[config.mk]
export PLATFORM = sky130hd
export DESIGN_NAME = led_trail_pattern_generator
export DESIGN_NICKNAME = d
export VERILOG_FILES = /design/src/ltpg_pkg.sv /design/src/led_trail_pattern_generator.sv
export SDC_FILE = /design/constraint.sdc
export NUM_CORES = 1
export LEC_CHECK = 0
export BUFFER_PORTS_ARGS = -buffer_cell sky130_fd_sc_hd__buf_2
export CORE_MARGIN = 3
export CORE_UTILIZATION = 35
export DETAILED_ROUTE_END_ITERATION = 16
export PLACE_DENSITY = 0.6
export SYNTH_ARGS = -nofsm -noshare
export SYNTH_HDL_FRONTEND = slang
export SYNTH_SLANG_ARGS = --single-unit
[constraint.sdc]
create_clock -name clk -period 4.86 [get_ports clk]
set_input_delay 0.972 -clock clk [delete_from_list [all_inputs] [get_ports clk]]
set_output_delay 0.972 -clock clk [all_outputs]
set_load 0.01 [all_outputs]
[src/ltpg_pkg.sv]
// ----------------------------------------------------------------------------
// LED trail pattern generator package
// Shared types, register indexes, device codes, the sequencer program and the
// mapping from logical positions to strip pixels.
// ----------------------------------------------------------------------------
package ltpg_pkg;

	// Number of logical LED positions around the display.
	localparam int RING_POSITIONS = 48;
	// Default upper clamp for the trail length.
	localparam int MAX_TRAIL_LENGTH_DEF = 48;
	// Lowest usable trail length.
	localparam int MIN_TRAIL_LENGTH = 2;

	localparam int POS_W = 6;
	localparam int COLOR_W = 8;
	localparam int CFG_INDEX_W = 3;
	localparam int CFG_DATA_W = 8;
	localparam int NUM_LANES = 3;

	// Configuration register indexes.
	localparam logic [CFG_INDEX_W-1:0] REG_TRAIL_LENGTH = 3'd0;
	localparam logic [CFG_INDEX_W-1:0] REG_START_RED = 3'd1;
	localparam logic [CFG_INDEX_W-1:0] REG_START_GREEN = 3'd2;
	localparam logic [CFG_INDEX_W-1:0] REG_START_BLUE = 3'd3;
	localparam logic [CFG_INDEX_W-1:0] REG_END_RED = 3'd4;
	localparam logic [CFG_INDEX_W-1:0] REG_END_GREEN = 3'd5;
	localparam logic [CFG_INDEX_W-1:0] REG_END_BLUE = 3'd6;

	// Register reset values.
	localparam logic [POS_W-1:0] TRAIL_LENGTH_RST = 6'd8;
	localparam logic [COLOR_W-1:0] START_RED_RST = 8'd0;
	localparam logic [COLOR_W-1:0] START_GREEN_RST = 8'd0;
	localparam logic [COLOR_W-1:0] START_BLUE_RST = 8'd255;
	localparam logic [COLOR_W-1:0] END_RED_RST = 8'd0;
	localparam logic [COLOR_W-1:0] END_GREEN_RST = 8'd0;
	localparam logic [COLOR_W-1:0] END_BLUE_RST = 8'd10;

	// Target strips.
	localparam logic [1:0] DEV_RIGHT_RING = 2'd0;
	localparam logic [1:0] DEV_MIDDLE_BAR = 2'd1;
	localparam logic [1:0] DEV_LEFT_RING = 2'd2;

	// Start shifts of the two rings.
	localparam logic [3:0] RIGHT_RING_SHIFT = 4'd1;
	localparam logic [3:0] LEFT_RING_SHIFT = 4'd9;

	typedef struct packed {
		logic [1:0] dev;
		logic [3:0] idx;
	} pix_addr_t;

	// Sequencer micro-operations.
	typedef enum logic [2:0] {
		OP_IDLE,
		OP_SETUP,
		OP_DIV,
		OP_SCALE,
		OP_TRAIL,
		OP_BLANK,
		OP_FINISH
	} uop_t;

	// Jump conditions; when the condition holds the program counter loads the
	// target, otherwise it moves to the next step.
	typedef enum logic [2:0] {
		C_NEVER,
		C_ALWAYS,
		C_NO_TICK,
		C_DIV_MORE,
		C_TRAIL_MORE,
		C_BLANK_HOLD
	} cond_t;

	localparam int PC_W = 3;
	localparam int UCODE_DEPTH = 1 << PC_W;
	typedef logic [PC_W-1:0] pc_t;

	localparam pc_t PC_IDLE = 3'd0;
	localparam pc_t PC_SETUP = 3'd1;
	localparam pc_t PC_DIV = 3'd2;
	localparam pc_t PC_SCALE = 3'd3;
	localparam pc_t PC_TRAIL = 3'd4;
	localparam pc_t PC_BLANK = 3'd5;
	localparam pc_t PC_FINISH = 3'd6;
	localparam pc_t PC_SPARE = 3'd7;

	typedef struct packed {
		uop_t op;
		cond_t cond;
		pc_t target;
	} ucode_t;

	// The program: one control word per step.
	localparam ucode_t UCODE [UCODE_DEPTH] = '{
		'{op: OP_IDLE, cond: C_NO_TICK, target: PC_IDLE},
		'{op: OP_SETUP, cond: C_NEVER, target: PC_IDLE},
		'{op: OP_DIV, cond: C_DIV_MORE, target: PC_DIV},
		'{op: OP_SCALE, cond: C_NEVER, target: PC_IDLE},
		'{op: OP_TRAIL, cond: C_TRAIL_MORE, target: PC_TRAIL},
		'{op: OP_BLANK, cond: C_BLANK_HOLD, target: PC_BLANK},
		'{op: OP_FINISH, cond: C_ALWAYS, target: PC_IDLE},
		'{op: OP_FINISH, cond: C_ALWAYS, target: PC_IDLE}
	};

	// Map a logical position to its strip and pixel number.
	function automatic pix_addr_t map_position(input logic [POS_W-1:0] pos);
		pix_addr_t a;
		logic [POS_W-1:0] rel;
		if (pos <= 6'd15) begin
			a.dev = DEV_RIGHT_RING;
			a.idx = pos[3:0] + RIGHT_RING_SHIFT;
		end else if (pos <= 6'd23) begin
			rel = pos - 6'd16;
			a.dev = DEV_MIDDLE_BAR;
			a.idx = rel[3:0];
		end else if (pos <= 6'd39) begin
			rel = pos - 6'd24;
			a.dev = DEV_LEFT_RING;
			a.idx = rel[3:0] + LEFT_RING_SHIFT;
		end else begin
			rel = pos - 6'd32;
			a.dev = DEV_MIDDLE_BAR;
			a.idx = rel[3:0];
		end
		return a;
	endfunction

endpackage

[src/led_trail_pattern_generator.sv]
// ----------------------------------------------------------------------------
// LED trail pattern generator
// Each accepted tick paints a colour trail of L pixels (the trail length
// clamped to 2..MAX_TRAIL_LENGTH) over 48 logical positions starting at the
// head, then blanks the pixel behind the head except on the first tick after
// reset or restart, and advances the head. One pixel write leaves per result
// request; the last one of a tick carries last_write. A tick passes through
// an accept step, a setup step, the restoring divider that forms the three
// colour steps one quotient bit per cycle, one scaling multiply, L trail
// writes, one blank write and a step that advances the head; trail and blank
// writes wait while the output is stalled. A restart request produces no
// writes and leaves the block idle. Configuration writes are taken at any time
// but must only be issued while no tick is in progress.
// ----------------------------------------------------------------------------
module led_trail_pattern_generator
	import ltpg_pkg::*;
#(
	parameter int MAX_TRAIL_LENGTH = MAX_TRAIL_LENGTH_DEF
) (
	input  logic                   clk,
	input  logic                   arst_n,
	// Configuration port
	input  logic                   cfg_write_en,
	input  logic [CFG_INDEX_W-1:0] cfg_index,
	input  logic [CFG_DATA_W-1:0]  cfg_data,
	// Tick requests
	input  logic                   in_valid,
	output logic                   in_stall,
	input  logic                   restart,
	// Pixel writes
	output logic                   out_valid,
	input  logic                   out_stall,
	output logic [1:0]             device_select,
	output logic [3:0]             pixel_index,
	output logic [COLOR_W-1:0]     red_level,
	output logic [COLOR_W-1:0]     green_level,
	output logic [COLOR_W-1:0]     blue_level,
	output logic                   last_write
);

	localparam logic [POS_W-1:0] MAX_LEN = POS_W'(MAX_TRAIL_LENGTH);
	localparam logic [POS_W-1:0] MIN_LEN = POS_W'(MIN_TRAIL_LENGTH);
	localparam logic [POS_W-1:0] LAST_POS = POS_W'(RING_POSITIONS - 1);
	localparam logic [POS_W:0] RING_WIDE = (POS_W+1)'(RING_POSITIONS);

	// Configuration registers.
	logic [POS_W-1:0] trail_length_q;
	logic [COLOR_W-1:0] start_q [NUM_LANES];
	logic [COLOR_W-1:0] end_q [NUM_LANES];

	// Sequencer and datapath state.
	pc_t pc_q;
	logic [2:0] bit_cnt_q;
	logic [POS_W-1:0] head_q;
	logic first_q;
	logic [POS_W-1:0] idx_q;
	logic [POS_W-1:0] pos_q;
	logic [POS_W-1:0] divisor_q;
	logic [COLOR_W-1:0] num_q [NUM_LANES];
	logic [POS_W-1:0] rem_q [NUM_LANES];
	logic neg_q [NUM_LANES];
	logic [COLOR_W-1:0] step_q [NUM_LANES];
	logic [COLOR_W-1:0] acc_q [NUM_LANES];

	// Output register.
	logic out_valid_q;
	pix_addr_t out_addr_q;
	logic [COLOR_W-1:0] out_col_q [NUM_LANES];
	logic out_last_q;

	// Decode and control signals.
	ucode_t uw;
	logic tick;
	logic restart_take;
	logic load_ok;
	logic jump;
	logic [POS_W-1:0] len_eff;
	logic [POS_W:0] pos_sum;
	logic [POS_W-1:0] pos_first;
	logic [POS_W-1:0] blank_pos;
	logic [COLOR_W-1:0] step_val [NUM_LANES];
	logic [COLOR_W-1:0] scaled [NUM_LANES];
	logic [POS_W:0] trial [NUM_LANES];
	logic trial_ge [NUM_LANES];
	logic [POS_W:0] trial_diff [NUM_LANES];

	// Current control word and handshake terms.
	always_comb begin
		uw = UCODE[pc_q];
		in_stall = (uw.op != OP_IDLE);
		tick = in_valid && !in_stall && !restart;
		restart_take = in_valid && !in_stall && restart;
		load_ok = !out_valid_q || !out_stall;
	end

	// Jump condition evaluation.
	always_comb begin
		unique case (uw.cond)
			C_NEVER: jump = 1'b0;
			C_ALWAYS: jump = 1'b1;
			C_NO_TICK: jump = !tick;
			C_DIV_MORE: jump = (bit_cnt_q != 3'd0);
			C_TRAIL_MORE: jump = !load_ok || (idx_q != '0);
			C_BLANK_HOLD: jump = !first_q && !load_ok;
			default: jump = 1'b0;
		endcase
	end

	// Trail length clamp, first trail position and blank position.
	always_comb begin
		if (trail_length_q < MIN_LEN) begin
			len_eff = MIN_LEN;
		end else if (trail_length_q > MAX_LEN) begin
			len_eff = MAX_LEN;
		end else begin
			len_eff = trail_length_q;
		end
		pos_sum = {1'b0, head_q} + {1'b0, len_eff} - (POS_W+1)'(1);
		if (pos_sum >= RING_WIDE) begin
			pos_first = POS_W'(pos_sum - RING_WIDE);
		end else begin
			pos_first = pos_sum[POS_W-1:0];
		end
		blank_pos = (head_q == '0) ? LAST_POS : head_q - POS_W'(1);
	end

	// Divider trial subtraction and step scaling, one set per colour lane.
	always_comb begin
		for (int k = 0; k < NUM_LANES; k++) begin
			trial[k] = {rem_q[k], num_q[k][COLOR_W-1]};
			trial_ge[k] = (trial[k] >= {1'b0, divisor_q});
			trial_diff[k] = trial[k] - {1'b0, divisor_q};
			step_val[k] = neg_q[k] ? COLOR_W'(0) - num_q[k] : num_q[k];
			scaled[k] = end_q[k] + COLOR_W'(14'(idx_q) * 14'(step_val[k]));
		end
	end

	// Configuration register writes.
	always_ff @(posedge clk or negedge arst_n) begin
		if (!arst_n) begin
			trail_length_q <= TRAIL_LENGTH_RST;
			start_q[0] <= START_RED_RST;
			start_q[1] <= START_GREEN_RST;
			start_q[2] <= START_BLUE_RST;
			end_q[0] <= END_RED_RST;
			end_q[1] <= END_GREEN_RST;
			end_q[2] <= END_BLUE_RST;
		end else if (cfg_write_en) begin
			unique case (cfg_index)
				REG_TRAIL_LENGTH: trail_length_q <= cfg_data[POS_W-1:0];
				REG_START_RED: start_q[0] <= cfg_data;
				REG_START_GREEN: start_q[1] <= cfg_data;
				REG_START_BLUE: start_q[2] <= cfg_data;
				REG_END_RED: end_q[0] <= cfg_data;
				REG_END_GREEN: end_q[1] <= cfg_data;
				REG_END_BLUE: end_q[2] <= cfg_data;
				default: ;
			endcase
		end
	end

	// Sequencer control state.
	always_ff @(posedge clk or negedge arst_n) begin
		if (!arst_n) begin
			pc_q <= PC_IDLE;
			head_q <= '0;
			first_q <= 1'b1;
			out_valid_q <= 1'b0;
		end else begin
			pc_q <= jump ? uw.target : pc_q + pc_t'(1);
			if (restart_take) begin
				head_q <= '0;
				first_q <= 1'b1;
			end
			if (uw.op == OP_FINISH) begin
				head_q <= (head_q == LAST_POS) ? '0 : head_q + POS_W'(1);
				first_q <= 1'b0;
			end
			if ((uw.op == OP_TRAIL && load_ok) ||
					(uw.op == OP_BLANK && !first_q && load_ok)) begin
				out_valid_q <= 1'b1;
			end else if (!out_stall) begin
				out_valid_q <= 1'b0;
			end
		end
	end

	// Datapath registers driven by the current micro-operation.
	always_ff @(posedge clk) begin
		unique case (uw.op)
			OP_SETUP: begin
				divisor_q <= len_eff - POS_W'(1);
				idx_q <= len_eff - POS_W'(1);
				pos_q <= pos_first;
				bit_cnt_q <= 3'd7;
				for (int k = 0; k < NUM_LANES; k++) begin
					neg_q[k] <= (start_q[k] < end_q[k]);
					num_q[k] <= (start_q[k] < end_q[k]) ? end_q[k] - start_q[k]
						: start_q[k] - end_q[k];
					rem_q[k] <= '0;
				end
			end
			OP_DIV: begin
				bit_cnt_q <= bit_cnt_q - 3'd1;
				for (int k = 0; k < NUM_LANES; k++) begin
					rem_q[k] <= trial_ge[k] ? trial_diff[k][POS_W-1:0]
						: trial[k][POS_W-1:0];
					num_q[k] <= {num_q[k][COLOR_W-2:0], trial_ge[k]};
				end
			end
			OP_SCALE: begin
				for (int k = 0; k < NUM_LANES; k++) begin
					step_q[k] <= step_val[k];
					acc_q[k] <= scaled[k];
				end
			end
			OP_TRAIL: begin
				if (load_ok) begin
					out_addr_q <= map_position(pos_q);
					out_last_q <= (idx_q == '0) && first_q;
					idx_q <= idx_q - POS_W'(1);
					pos_q <= (pos_q == '0) ? LAST_POS : pos_q - POS_W'(1);
					for (int k = 0; k < NUM_LANES; k++) begin
						out_col_q[k] <= acc_q[k];
						acc_q[k] <= acc_q[k] - step_q[k];
					end
				end
			end
			OP_BLANK: begin
				if (!first_q && load_ok) begin
					out_addr_q <= map_position(blank_pos);
					out_last_q <= 1'b1;
					for (int k = 0; k < NUM_LANES; k++) begin
						out_col_q[k] <= '0;
					end
				end
			end
			default: ;
		endcase
	end

	// Output ports.
	assign out_valid = out_valid_q;
	assign device_select = out_addr_q.dev;
	assign pixel_index = out_addr_q.idx;
	assign red_level = out_col_q[0];
	assign green_level = out_col_q[1];
	assign blue_level = out_col_q[2];
	assign last_write = out_last_q;

endmodule

Yosys cells after proc, flatten, opt, wreduce, memory -nomap -nowiden

Memories as Yosys holds them, arrays and structs flattened.
Index checks and enable logic that the tools add are counted.

Bits in registers: 93
Bits in writable memories: 117
ROM bits: 72
Output and inout bits: 33
Word-level logic and storage cells: 221
Memories: 7

Memories:

| memory           | depth | width | rd ports | clocked after Yosys merged registers in | wr ports | RTL line                          | source |
|---|---|---|---|---|---|---|---|
| (name not given) | 8     | 9     | 1        | 0                                       | 0        | led_trail_pattern_generator.sv:89 | `uw = UCODE[pc_q];` |
| acc_q            | 3     | 8     | 3        | 0                                       | 3        | led_trail_pattern_generator.sv:63 | `logic [COLOR_W-1:0] acc_q [NUM_LANES];` |
| num_q            | 3     | 8     | 3        | 0                                       | 3        | led_trail_pattern_generator.sv:59 | `logic [COLOR_W-1:0] num_q [NUM_LANES];` |
| out_col_q        | 3     | 8     | 3        | 0                                       | 3        | led_trail_pattern_generator.sv:68 | `logic [COLOR_W-1:0] out_col_q [NUM_LANES];` |
| step_q           | 3     | 8     | 3        | 0                                       | 3        | led_trail_pattern_generator.sv:62 | `logic [COLOR_W-1:0] step_q [NUM_LANES];` |
| rem_q            | 3     | 6     | 3        | 0                                       | 3        | led_trail_pattern_generator.sv:60 | `logic [POS_W-1:0] rem_q [NUM_LANES];` |
| 1 more memories  | n/a   | n/a   | n/a      | n/a                                     | n/a      | n/a                               |  |

Add/sub/neg operators: 38
Multipliers: 3
Magnitude comparators: 16
Eq/ne operators: 21
Multiplexer cells: 66
Bitwise logic cells: 13
Reductions and logical operators: 39

Operators with widths:

| cell                | number |
|---|---|
| $mux 6              | 24 |
| $mux 8              | 15 |
| $sub 8x8->8         | 9 |
| $pmux 6 s2          | 3 |
| $add 8x8->8         | 3 |
| $eq 3x3->1 const B  | 8 |
| $lt 8x8->1          | 3 |
| $mul 6x8->8         | 3 |
| $sub 1x8->8 const A | 3 |
| $sub 6x1->6 const B | 4 |
| $ge 7x6->1          | 3 |
| $eq 3x2->1 const B  | 6 |
| $logic_not 6->1     | 3 |
| $mux 1              | 18 |
| $mux 9              | 2 |
| $sub 6x6->6         | 3 |
| $reduce_and 2->1    | 8 |
| $sub 4x1->4 const B | 4 |
| $le 6x4->1 const B  | 2 |
| $le 6x5->1 const B  | 2 |
| $le 6x6->1 const B  | 2 |
| $or 1x1->1          | 12 |
| $eq 3x1->1 const B  | 3 |
| $logic_and 1x1->1   | 9 |
| 28 further kinds    | 44 |

Longest topological paths before layout

Depth after elaboration: 11
Depth in mapped cells: 21
Mapped depth without buffers: 21

Worst setup path before layout

Ideal clock, no wire load.

Kind: reg-to-reg
Start point: memory num_q[2][2] (netlist: num_q[0][18])
End point: memory acc_q[2][7] (netlist: acc_q[0][23]), data pin
Setup time: 262 ps
Data arrival time: 4878 ps
Required time: 4598 ps
Slack: -280 ps
Stages on the path, launching flop included: 22
Cells stage by stage: edfxtp_1 buf_2 or3_4 o21ai_0 xnor2_1 and2_1 fa_1 inv_1 fa_1 inv_1 fa_1 inv_1 fa_1 inv_1 ha_1 o21ai_0 o21bai_1 a21oi_1 xor2_1 xnor3_1 mux2i_1 nor3b_1

RTL lines:

| item            | RTL line |
|---|---|
| start, declared | led_trail_pattern_generator.sv:59 |
| end, declared   | led_trail_pattern_generator.sv:63 |

==> impl_results.md <==
* Result of the run: finished with violations
* Failing checks: negative setup slack
* Number of distinct library cells after synthesis at 72
* Number of remaining DRC errors at 0
* Area Overhead vs Synth at 16.6%
* Max capacitance violation total at 0
* Wire length of the first global-routing pass at 64500 µm
* Die outline height at 223 µm
* Yosys synthesis warning count at 0
* Total Die Area at 49500 µm²
* Netlist area before placement at 16400 µm²
* DRT Pass-1 Iters at 7
* Via/cell ratio at 5.05
* Initial antenna violation count at 2
* Starting density of the core at 0.358
* Worst-path clk slew at 0.06 ns
* Crit end category: flop
* Detailed Route Iter0 Violations at 813
* Vias in the first global route at 12100
* Layout cell share with drive strength beyond 1 at 0.167
* Number of hold violations in the final report at 0
* Setup violations, final at 3
* Startpoint class of the critical path: flop
* Root buffer cell: sky130_fd_sc_hd__clkbuf_16
* Fin nets at 2042
* Commonest cells after routing, fill and taps aside: sky130_fd_sc_hd__inv_1, sky130_fd_sc_hd__nand2_1, sky130_fd_sc_hd__ha_1, sky130_fd_sc_hd__edfxtp_1, sky130_fd_sc_hd__o21ai_0
* Insertion delay to the later sink of the worst-skew pair at 0.55 ns
* Top-level port count at 50
* Worst setup margin at -0.104 ns
* Clock tree sinks at 210
* Beginning of the worst register-to-register path: num_q[0][1]
* Period minus WS final at 4.96 ns
* Final worst-path cycle share at 1.02
* Gpl congestion at 0.866
* Total half-perimeter wirelength after legalization and detailed placement at 31000 µm
* Delay of the slowest cell on the worst path at 0.53 ns
* CP dominant cell by count: sky130_fd_sc_hd__fa_1
* Leading cell type in the layout, fill and taps excluded: sky130_fd_sc_hd__inv_1
* Maximum buffer depth of the clock tree at 3
* Slew HR at 0.245
* Standard cell with the maximum stage delay on the critical path: sky130_fd_sc_hd__fa_1
* Final core utilization at 0.417
* Post-DR wirelength/cell at 16.5 µm
* Number of clock buffers inserted by TritonCTS at 26
* Setup repair after global routing missed its margin: true
* Via count of the routed design at 12300
* Area inside the core boundary at 45900 µm²
* Synthesized flop and latch total at 210
* Clock tree skew after final layout at 0.0135 ns
* Fill count at 4394
* Critical Path, Cell by Cell: or3_4 > o31ai_4 > xor2_1 > nor2_1 > fa_1 > inv_1 > fa_1 > inv_2 > fa_1 > inv_1 > fa_1 > inv_2 > ha_4 > o21ai_2 > o21bai_1 > a21oi_2 > xor2_1 > xnor3_1 > mux2i_1 > nand3_1
* Worst Max-Slew Pin Slew at 1.13 ns
* Number of standard cells after synthesis at 1680
* Portion of the post-synthesis area used by sequential elements at 0.365
* Count of input and output buffers at 49
* Largest driver fanout on the critical path at 2
* Num rows at 78
* DRT Wirelength at 40000 µm
* Total number of H-tree levels at 1
* Predominant post-synthesis flop cell: sky130_fd_sc_hd__edfxtp_1
* Pin count of the biggest net entering global routing at 46
* Number of synthesized flops with an enable pin at 145
* CTS hold repair buffers at 0
* Worst path required time at 5.15 ns
* Type of the worst setup path: reg -> reg
* Post-Synthesis Net Count at 1917
* Total track usage at 0.159
* Die width at 223 µm
* Count of antenna-violating nets left after detailed routing at 0
* Total overflow reported by the global router at 0
* Achievable frequency at 0.201 GHz
* Share of synthesized flip-flops with an asynchronous set or reset at 0.310
* Arrival time worst endpoint at 5.25 ns
* Final Max Tran Viols at 0
* Mean cell area of the mapped netlist at 9.77 µm²
* Clock tree from TritonCTS: done
* Startpoint of the most critical setup path: num_q[0][1]
* Class of the tightest hold or removal check: in -> async
## cells by family (layout without fill, tap and decap cells)
family,count (synthesis),after routing,synth area share
compound gates,345,345,0.133
xor+xnor,100,100,0.0584
other cells,0,2,0
buf+inv,273,418,0.0631
flops,210,210,0.365
mux,67,67,0.0438
fa+ha+maj,220,220,0.197
simple gates,465,465,0.140
## state kept, by name, summed over array words and instances (netlist names), 6 cells and up
signal	flops
idx_q	6
pos_q	6
start_q	24
head_q	6
out_col_q	24
step_q	24
rem_q	18
acc_q	24
num_q	24
trail_length_q	6
end_q	24
divisor_q	6
## cell type report
type                    instances  area, µm²  area share
multi-input cells            1197       9640       0.503
flip-flops and latches        210       6000       0.313
repair buffers                147        985      0.0514
inverters                     223        840      0.0439
well taps                     600        751      0.0392
clock buffers                  30        687      0.0359
clock inverters                18        244      0.0127
diodes                          2       5.00    0.000261
## per-layer routing
| layer | GRT usage | part of all wire |
|---|---|---|
| met5 | 0 | 0.00032 |
| met4 | 0.0326 | 0.015 |
| met3 | 0.0209 | 0.048 |
| met2 | 0.255 | 0.45 |
| met1 | 0.230 | 0.49 |
## per-stage QoR
step                      setup slack [ns]  hold slack [ns]  TNS, ns  cell area (µm²)  std cells
after floorplan                    -0.0465            0.487   -0.128            16500       1680
after global placement             -0.0870            0.513   -0.199            18000       2368
after detailed placement            -0.211            0.512   -0.523            18000       2368
after CTS                           -0.115            0.529   -0.271            19000       2422
after global routing                -0.398            0.545   -0.926            19100       2426
final                               -0.104            0.525   -0.204            19100       2427
## critical path, delay by kind of cell (launching register included)
kind | cells | cell delay [ns]
compound gates | 4 | 0.49
fa+ha+maj | 5 | 2.24
simple gates | 3 | 0.57
buf+inv | 4 | 0.19
xor+xnor | 3 | 0.61
flops | 1 | 0.40
mux | 1 | 0.19
## synthesized netlist by cell type (all sizes together), types with 5 or more instances
library cell / n / share of area
and3: 5 / 0.0020
nor3b: 12 / 0.0055
nor2b: 23 / 0.0088
and2: 53 / 0.020
xnor3: 6 / 0.0082
xor2: 29 / 0.015
o21a: 16 / 0.0073
a21oi: 84 / 0.026
dfrtp: 53 / 0.081
nand2: 159 / 0.036
nand4b: 5 / 0.0027
ha: 156 / 0.12
o21ai: 124 / 0.038
o21bai: 6 / 0.0027
a21boi: 7 / 0.0032
nor2: 87 / 0.020
a211o: 6 / 0.0032
nand4: 9 / 0.0034
xnor2: 65 / 0.035
inv: 222 / 0.051
a211oi: 7 / 0.0032
nand2b: 26 / 0.0099
edfxtp: 145 / 0.27
nand3: 28 / 0.0085
mux2i: 31 / 0.019
or3: 10 / 0.0041
o311a: 8 / 0.0049
nor4: 7 / 0.0027
a21o: 14 / 0.0064
dfstp: 12 / 0.019
mux2: 36 / 0.025
o32ai: 5 / 0.0027
clkbuf: 42 / 0.0097
nor3: 25 / 0.0076
a31oi: 7 / 0.0027
a22oi: 7 / 0.0032
buf: 8 / 0.0023
o211ai: 10 / 0.0046
fa: 64 / 0.078
o31ai: 15 / 0.0072
a221oi: 5 / 0.0027
## final timing paths
| path | depth (start not counted) | end | slack, ns |
|---|---|---|---|
| max in group asynchronous | 2 | trail_length_q[3] | 3.36 |
| min reg2reg | 1 | start_q[15] | 0.53 |
| max reg2reg | 20 | acc_q[0][7] | -0.10 |
| max | 20 | acc_q[0][7] | -0.10 |
| min | 1 | pc_q[0] | 0.52 |
| min in group clk | 1 | start_q[15] | 0.53 |
## what timing repair did
item	4_1_cts	5_1_grt
resized for setup	19	18
pin swaps	21	15
buffers inserted	6	3
setup endpoints to repair	3	3
Power is not shown: default switching activity piles up to over one toggle a cycle in this logic, so the estimate is an artifact.
